==> src/rtl/kpi_pkg.sv <==
package kpi_pkg;

    // channel layout
    localparam int CHANNELS      = 9;
    localparam int CH_W          = 4;
    localparam int CH_ROT_FIRST  = 3;
    localparam int CH_ROT_LAST   = 5;
    localparam int CH_SCALE_FIRST = 6;

    // default sizes
    localparam int PARTS_DEFAULT   = 16;
    localparam int MOTIONS_DEFAULT = 8;
    localparam int KEYS_DEFAULT    = 8;

    // q16.16 constants
    localparam logic signed [33:0] PI_Q  = 34'sd205887;
    localparam logic signed [33:0] TAU_Q = 34'sd411775;
    localparam logic [31:0]        SCALE_ONE = 32'h0001_0000;

    // register defaults
    localparam logic [4:0] PART_COUNT_RESET = 5'd1;
    localparam logic [2:0] NEXT_MOTION_RESET = 3'd0;
    localparam logic [7:0] BLEND_RESET = 8'd10;

    // divider geometry
    localparam int DIFF_W    = 34;
    localparam int DIV_W     = 36;
    localparam int DIV_RADIX = 4;
    localparam int DIV_STEPS = DIV_W / DIV_RADIX;

    // operation codes
    localparam logic [2:0] OP_TICK       = 3'd0;
    localparam logic [2:0] OP_SET_MOTION = 3'd1;
    localparam logic [2:0] OP_KEY_TARGET = 3'd2;
    localparam logic [2:0] OP_KEY_FRAMES = 3'd3;
    localparam logic [2:0] OP_MOTION_HDR = 3'd4;
    localparam logic [2:0] OP_BASE_POSE  = 3'd5;

    // configuration register indexes
    localparam int CFG_IDX_W = 2;
    localparam logic [1:0] CFG_PART_COUNT  = 2'd0;
    localparam logic [1:0] CFG_NEXT_MOTION = 2'd1;
    localparam logic [1:0] CFG_BLEND       = 2'd2;

    typedef struct packed {
        logic [2:0]         op;
        logic [2:0]         motion_index;
        logic [2:0]         key_index;
        logic [3:0]         part_index;
        logic [3:0]         channel;
        logic signed [31:0] value;
        logic               loop_flag;
    } in_t;

    typedef struct packed {
        logic [3:0]         out_part;
        logic signed [31:0] pos_x;
        logic signed [31:0] pos_y;
        logic signed [31:0] pos_z;
        logic signed [31:0] rot_x;
        logic signed [31:0] rot_y;
        logic signed [31:0] rot_z;
        logic signed [31:0] scale_x;
        logic signed [31:0] scale_y;
        logic signed [31:0] scale_z;
        logic               last;
    } out_t;

    // per part and channel word
    typedef struct packed {
        logic [31:0] offset;
        logic [31:0] step;
        logic [31:0] base;
    } chan_word_t;

    typedef enum logic [3:0] {
        ST_CLEAR,
        ST_IDLE,
        ST_PART,
        ST_FRAMES,
        ST_CH_RD,
        ST_CH_EVAL,
        ST_DIV,
        ST_CH_WR,
        ST_EMIT,
        ST_NEXT,
        ST_BASE_RD,
        ST_BASE_WR
    } state_t;

endpackage

==> src/rtl/kpi_divider.sv <==
module kpi_divider
    import kpi_pkg::*;
(
    input  logic                     aclk,
    input  logic                     aresetn,
    input  logic                     start,
    input  logic signed [DIFF_W-1:0] dividend,
    input  logic [7:0]               divisor,
    output logic                     done,
    output logic signed [31:0]       quotient
);

    localparam int CNT_W = (DIV_STEPS > 1) ? $clog2(DIV_STEPS) : 1;

    logic [DIV_W-1:0] num_reg;
    logic [7:0]       rem_reg;
    logic [7:0]       den_reg;
    logic [CNT_W-1:0] cnt_reg;
    logic             busy_reg;
    logic             done_reg;
    logic             neg_reg;

    logic [DIV_W-1:0] num_step;
    logic [7:0]       rem_step;
    logic [DIV_W-1:0] start_mag;

    // radix-16 restoring step: four bits of quotient per cycle
    always_comb begin
        logic [DIV_W-1:0] n;
        logic [7:0]       r;
        logic [8:0]       t;
        n = num_reg;
        r = rem_reg;
        for (int i = 0; i < DIV_RADIX; i++) begin
            t = {r, n[DIV_W-1]};
            n = {n[DIV_W-2:0], 1'b0};
            if (t >= {1'b0, den_reg}) begin
                t    = t - {1'b0, den_reg};
                n[0] = 1'b1;
            end
            r = t[7:0];
        end
        num_step = n;
        rem_step = r;
    end

    always_comb begin
        logic [DIV_W-1:0] sx;
        sx = {{(DIV_W-DIFF_W){dividend[DIFF_W-1]}}, dividend};
        start_mag = dividend[DIFF_W-1] ? (~sx + 1'b1) : sx;
    end

    always_ff @(posedge aclk) begin
        if (!aresetn) begin
            busy_reg <= 1'b0;
            done_reg <= 1'b0;
            cnt_reg  <= '0;
        end else begin
            done_reg <= 1'b0;
            if (start) begin
                busy_reg <= 1'b1;
                cnt_reg  <= '0;
                num_reg  <= start_mag;
                rem_reg  <= '0;
                den_reg  <= divisor;
                neg_reg  <= dividend[DIFF_W-1];
            end else if (busy_reg) begin
                num_reg <= num_step;
                rem_reg <= rem_step;
                if (cnt_reg == CNT_W'(DIV_STEPS - 1)) begin
                    busy_reg <= 1'b0;
                    done_reg <= 1'b1;
                end else begin
                    cnt_reg <= cnt_reg + 1'b1;
                end
            end
        end
    end

    // sign and saturate to 32 bits
    always_comb begin
        if (neg_reg) begin
            if (num_reg > DIV_W'(33'h0_8000_0000))
                quotient = 32'sh8000_0000;
            else
                quotient = -$signed(num_reg[31:0]);
        end else begin
            if (num_reg > DIV_W'(32'h7FFF_FFFF))
                quotient = 32'sh7FFF_FFFF;
            else
                quotient = $signed(num_reg[31:0]);
        end
    end

    assign done = done_reg;

endmodule

==> config.mk <==
export PLATFORM = sky130hd
export DESIGN_NAME = kpi_divider
export DESIGN_NICKNAME = d
export VERILOG_FILES = /design/src/rtl/kpi_pkg.sv /design/src/rtl/kpi_divider.sv
export SDC_FILE = /design/constraint.sdc
export NUM_CORES = 1
export LEC_CHECK = 0
export BUFFER_PORTS_ARGS = -buffer_cell sky130_fd_sc_hd__buf_2
export CAP_MARGIN = 20
export CORE_MARGIN = 2
export CORE_UTILIZATION = 40
export DETAILED_ROUTE_END_ITERATION = 16
export GPL_TIMING_DRIVEN = 0
export PLACE_DENSITY_LB_ADDON = 0.2
export SYNTH_ARGS = -nofsm -noshare
export SYNTH_HDL_FRONTEND = slang
export SYNTH_SLANG_ARGS = --single-unit
==> constraint.sdc <==
create_clock -name aclk -period 10.1 [get_ports aclk]
set_clock_uncertainty 0.2 [all_clocks]
set_input_delay 2.02 -clock aclk [delete_from_list [all_inputs] [get_ports aclk]]
set_output_delay 2.02 -clock aclk [all_outputs]
set_load 0.01 [all_outputs]
==> out/metrics.cfg, run 1 <==
[yosys]
syn_avg_cell_area_um2=8.52
synthArstFlopShare_pct=0
synth_cells=675
synth-main-ff-cell=edfxtp_1
yosys_warnings=0
ys_seq_area_share_pct=29.8
ys_seq_elements=59
netlist_area_um2=5750
synth_cell_types=67
syn-num-nets=760
synth_edf_count=53

[clocking]
clk_latency_ps=340
cts_tree=built
cts.sinks=59
cts_buffers=9
cts_root_buffer=clkbuf_16
cts.reportedPaths.clkPinSlew_ps=60
cts_buffer_depth=2
h-tree-depth=3
postCtsSetupBuffers=0

[floorplan]
die-width_um=124
die_h_um=124
ioPinCount=78
coreArea_um2=14000
start_util_pct=41.1
rows=43
die_area_um2=15400

[cells_and_area]
diodes=0
finalNetCount=849
layout-drive-gt1-share_pct=17.0
layout_common_cells=83 x buf_2, 64 x nor2_1, 53 x o21ai_0, 53 x edfxtp_1, 48 x a21oi_1
final_cell_area_um2=6710
fin_cells=949
final_common_cell=buf_2
largest_reg_flops=36
syn2layout_area_growth_pct=16.7

[global_routing]
use_met1_pct=33.1
grt_use_total_pct=23.3
grt_overflow=0
antenna_found_initial=0
grtUsageMet2_pct=36.8
grt_max_degree=28
grt_pass1_vias=5424
top_usage_layer=met2
met3_usage_pct=3.34
grt_pass1_wl_um=27700

[place]
placed_cell_area_um2=6380
dpl.cell_count=933
dp_slack_ps=-16.7
gp_congestion=0.920
dpl.hpwl_um=13600
portBuffers=77

[worst_setup_path]
slowest_delay_ps=360
worstPathArrival_ps=9220
worstPathRequired_ps=10060
cp_slowest_cell=edfxtp_1
crit_top_cell=ha_1
start_kind=register
path_max_fanout=10
crit_type=reg -> reg
end_kind=register

[route]
vias_per_cell=6.04
ant_nets=0
drtIter0Drc=595
drc=0
first_pass_iters=5
vias=5734
routed_wl_um=17600
wl_per_cell_um=18.5

[status]
outcome=finished clean

[timing]
rsz0062_at_grt=no
setup-violations-final=0
max_freq_mhz=108
hold_viol_final=0
max-slew-margin-rel_pct=35.8
slew_violations=0
period_share_pct=91.7
fin_crit_ps=9260
worst_slew_pin_slew_ps=954
fin_ws_ps=838

[flow_run]
cap_violations=0

[worst_hold_path]
min_path_type=reg -> reg

==> stage by stage <==
step	util [%]	TNS, ps	hold WS (ps)
floorplan	-	0	266
global placement	45.5	0	280
detailed placement	45.6	-28.9	305
CTS	47.8	0	308
global route	48.0	0	320
finish	48.0	0	307
==> critical path: cells and delay by family, from the launching register on <==
family / cells / cell delay, ps
AOI/OAI and AO/OA: 16 / 3970
adders and majority gates: 4 / 1170
buffers and inverters: 6 / 1100
DFF: 1 / 360
and+or+nand+nor: 13 / 2290
==> Yosys cell counts, types with 9 or more instances <==
master	count	area, um2
or3_1	14	87.6
xnor2_1	15	131
nand3_1	13	65.1
inv_1	37	139
nor3_1	26	130
a31oi_1	11	68.8
nor2_1	65	244
o21a_1	9	67.6
nor2b_1	11	68.8
ha_1	36	450
edfxtp_1	53	1590
o311ai_1	17	149
a21o_1	10	75.1
o21ai_0	54	270
o31ai_1	12	90.1
and3_1	9	56.3
clkbuf_1	19	71.3
nand2_1	42	158
a21oi_1	48	240
o211a_1	9	90.1
xor2_1	41	359
==> cells by family after synthesis <==
logic type	share of synthesized area, %
AO/OA/AOI/OAI	24.7
adder cells (fa/ha/maj)	9.22
AND/OR/NAND/NOR	20.9
buffers and inverters	4.41
multiplexers	2.44
flip-flops	29.8
XOR/XNOR	8.53
==> cell type report <==
class | count | area (um2)
repair buffers | 78 | 405
fillers | 1383 | 7270
flip-flops and latches | 59 | 1710
multi-input cells | 552 | 3810
well taps | 180 | 225
clock buffers | 9 | 225
clock inverters | 7 | 78.8
plain buffers | 27 | 116
inverters | 37 | 139
==> routing by layer <==
layer,wire (um),up-vias
met5,0,-
met4,387,0
met3,1350,32
met2,7950,268
met1,7900,2721
li1,-,2713
==> worst paths after layout <==
kind | cells after the start | to | slack, ps | startpoint
setup / recovery | 39 | rem_reg[4] | 840 | den_reg[5]
hold / removal | 2 | cnt_reg[1] | 310 | cnt_reg[1]
setup reg to reg | 39 | rem_reg[4] | 840 | den_reg[5]
hold reg to reg | 2 | cnt_reg[1] | 310 | cnt_reg[1]
==> timing repair <==
action,CTS,global route
endpoints found under the hold margin,0,0
hold buffers,0,0
resized for setup,1,8
endpoints found under the setup margin,6,9
Power of run 1 is not shown: default switching activity piles up to over one toggle a cycle in this logic, so the estimate is an artifact.
==> inputs of run 2 (changes only) <==
clock period = 10.6 ns   (was 10.1 ns; I/O delays follow)
==> out/metrics.cfg, run 2 (synthesis gave the netlist of run 1 again) <==
[clocking]
h-tree-depth=3
cts_buffer_depth=2
cts.reportedPaths.clkPinSlew_ps=60
cts_tree=built
cts.sinks=59
cts_root_buffer=clkbuf_16
cts_buffers=9
clk_latency_ps=340

[worst_setup_path]
crit_end=rem_reg[5]
crit_type=reg -> reg
cp_slowest_cell=nor2_2
crit_start=den_reg[5]
worstPathArrival_ps=9700
reg2reg_from=den_reg[5]
path_buf_inv=6
path_depth=39
path_max_fanout=10
reg2reg_depth=39
cpLargestDelayFamily=compound AO/OA/AOI/OAI gates
start_kind=register
rrSetupSlack_ps=890
end_kind=register
slowest_delay_ps=450
r2r_end=rem_reg[5]
worstPathRequired_ps=10590

[floorplan]
die_area_um2=15400
die-width_um=124
ioPinCount=78
coreArea_um2=14000
start_util_pct=41.1
die_h_um=124
rows=43

[cells_and_area]
final_common_cell=buf_2
diodes=0
syn2layout_area_growth_pct=16.5
finalNetCount=849
final_cell_area_um2=6700
layout-drive-gt1-share_pct=17.0
layout_common_cells=82 x buf_2, 64 x nor2_1, 54 x o21ai_0
multi_input_area_um2=3800
fill_cells=1383
largest_reg_flops=36
seq_area_um2=1710

[flow_run]
cap_violations=0

[timing]
worst_slew_pin_slew_ps=1010
fin_crit_ps=9710
max_freq_mhz=103
rsz0062_at_grt=no
setup-violations-final=0
period_share_pct=91.6
hold_viol_final=0
max-slew-margin-rel_pct=32.2
slew_violations=0
setup_tns_ps=0
hold_ws_ps=307

[worst_hold_path]
hp-start=cnt_reg[1]
min_path_type=reg -> reg

[route]
routed_wl_um=17600
first_pass_iters=5
ant_nets=0
wl_per_cell_um=18.6
drc=0
vias_per_cell=5.99
vias=5688
drtIter0Drc=588

[place]
dpl.hpwl_um=13600
placed_cell_area_um2=6380
gp_congestion=0.920
portBuffers=77

[global_routing]
grt_use_total_pct=23.3
grt_pass1_wl_um=27600
grt_overflow=0
grt_max_degree=28
grt_pass1_vias=5420
antenna_found_initial=0

[status]
outcome=finished clean

run 2: worst min path at each step:
| stage | to | cells past startpoint |
|---|---|---|
| after floorplan | cnt_reg[1] | 2 |
| after global placement | cnt_reg[1] | 2 |
| after detailed placement | done | 2 |
| after CTS | done | 2 |
| after global routing | done | 2 |
| final | cnt_reg[1] | 2 |
run 2: what timing repair did:
action | CTS | global route
gates resized for setup | 0 | 5
hold buffers | 0 | 0
setup buffers | 0 | 0
endpoints found under the setup margin | 0 | 9
run 2: final cells by class:
class	count	area share, %
buffer	27	1.74
timing repair buffer	78	6.05
sequential	59	25.5
multi-input combinational	552	56.7
clock inverter	7	1.18
clock buffer	9	3.36
tap	180	3.36
inverter	37	2.07
run 2: per-layer routing:
layer / global-route usage (%) / share of wire (%) / vias to the layer above
li1: - / - / 2716
met1: 33.1 / 46 / 2712
met2: 36.6 / 45 / 224
met3: 3.34 / 6.6 / 36
met4: 7.51 / 2.3 / 0
met5: 0 / 0 / -
run 2: worst register-to-register path, delay by kind of cell, from the launching register on:
kind | cells | cell delay [ps]
flip-flops | 1 | 360
AND/OR/NAND/NOR | 13 | 2540
AO/OA/AOI/OAI | 16 | 4160
adder cells (fa/ha/maj) | 4 | 1180
buffers and inverters | 6 | 1140
run 2: metrics by stage:
| stage | std cells | util, % | setup slack (ps) |
|---|---|---|---|
| after floorplan | 675 | - | 2310 |
| after global placement | 932 | 45.5 | 627 |
| after detailed placement | 933 | 45.6 | 483 |
| after CTS | 949 | 47.8 | 415 |
| after global routing | 949 | 47.9 | 47.8 |
| final | 949 | 47.9 | 890 |
Power of run 2 is left out for the same reason.
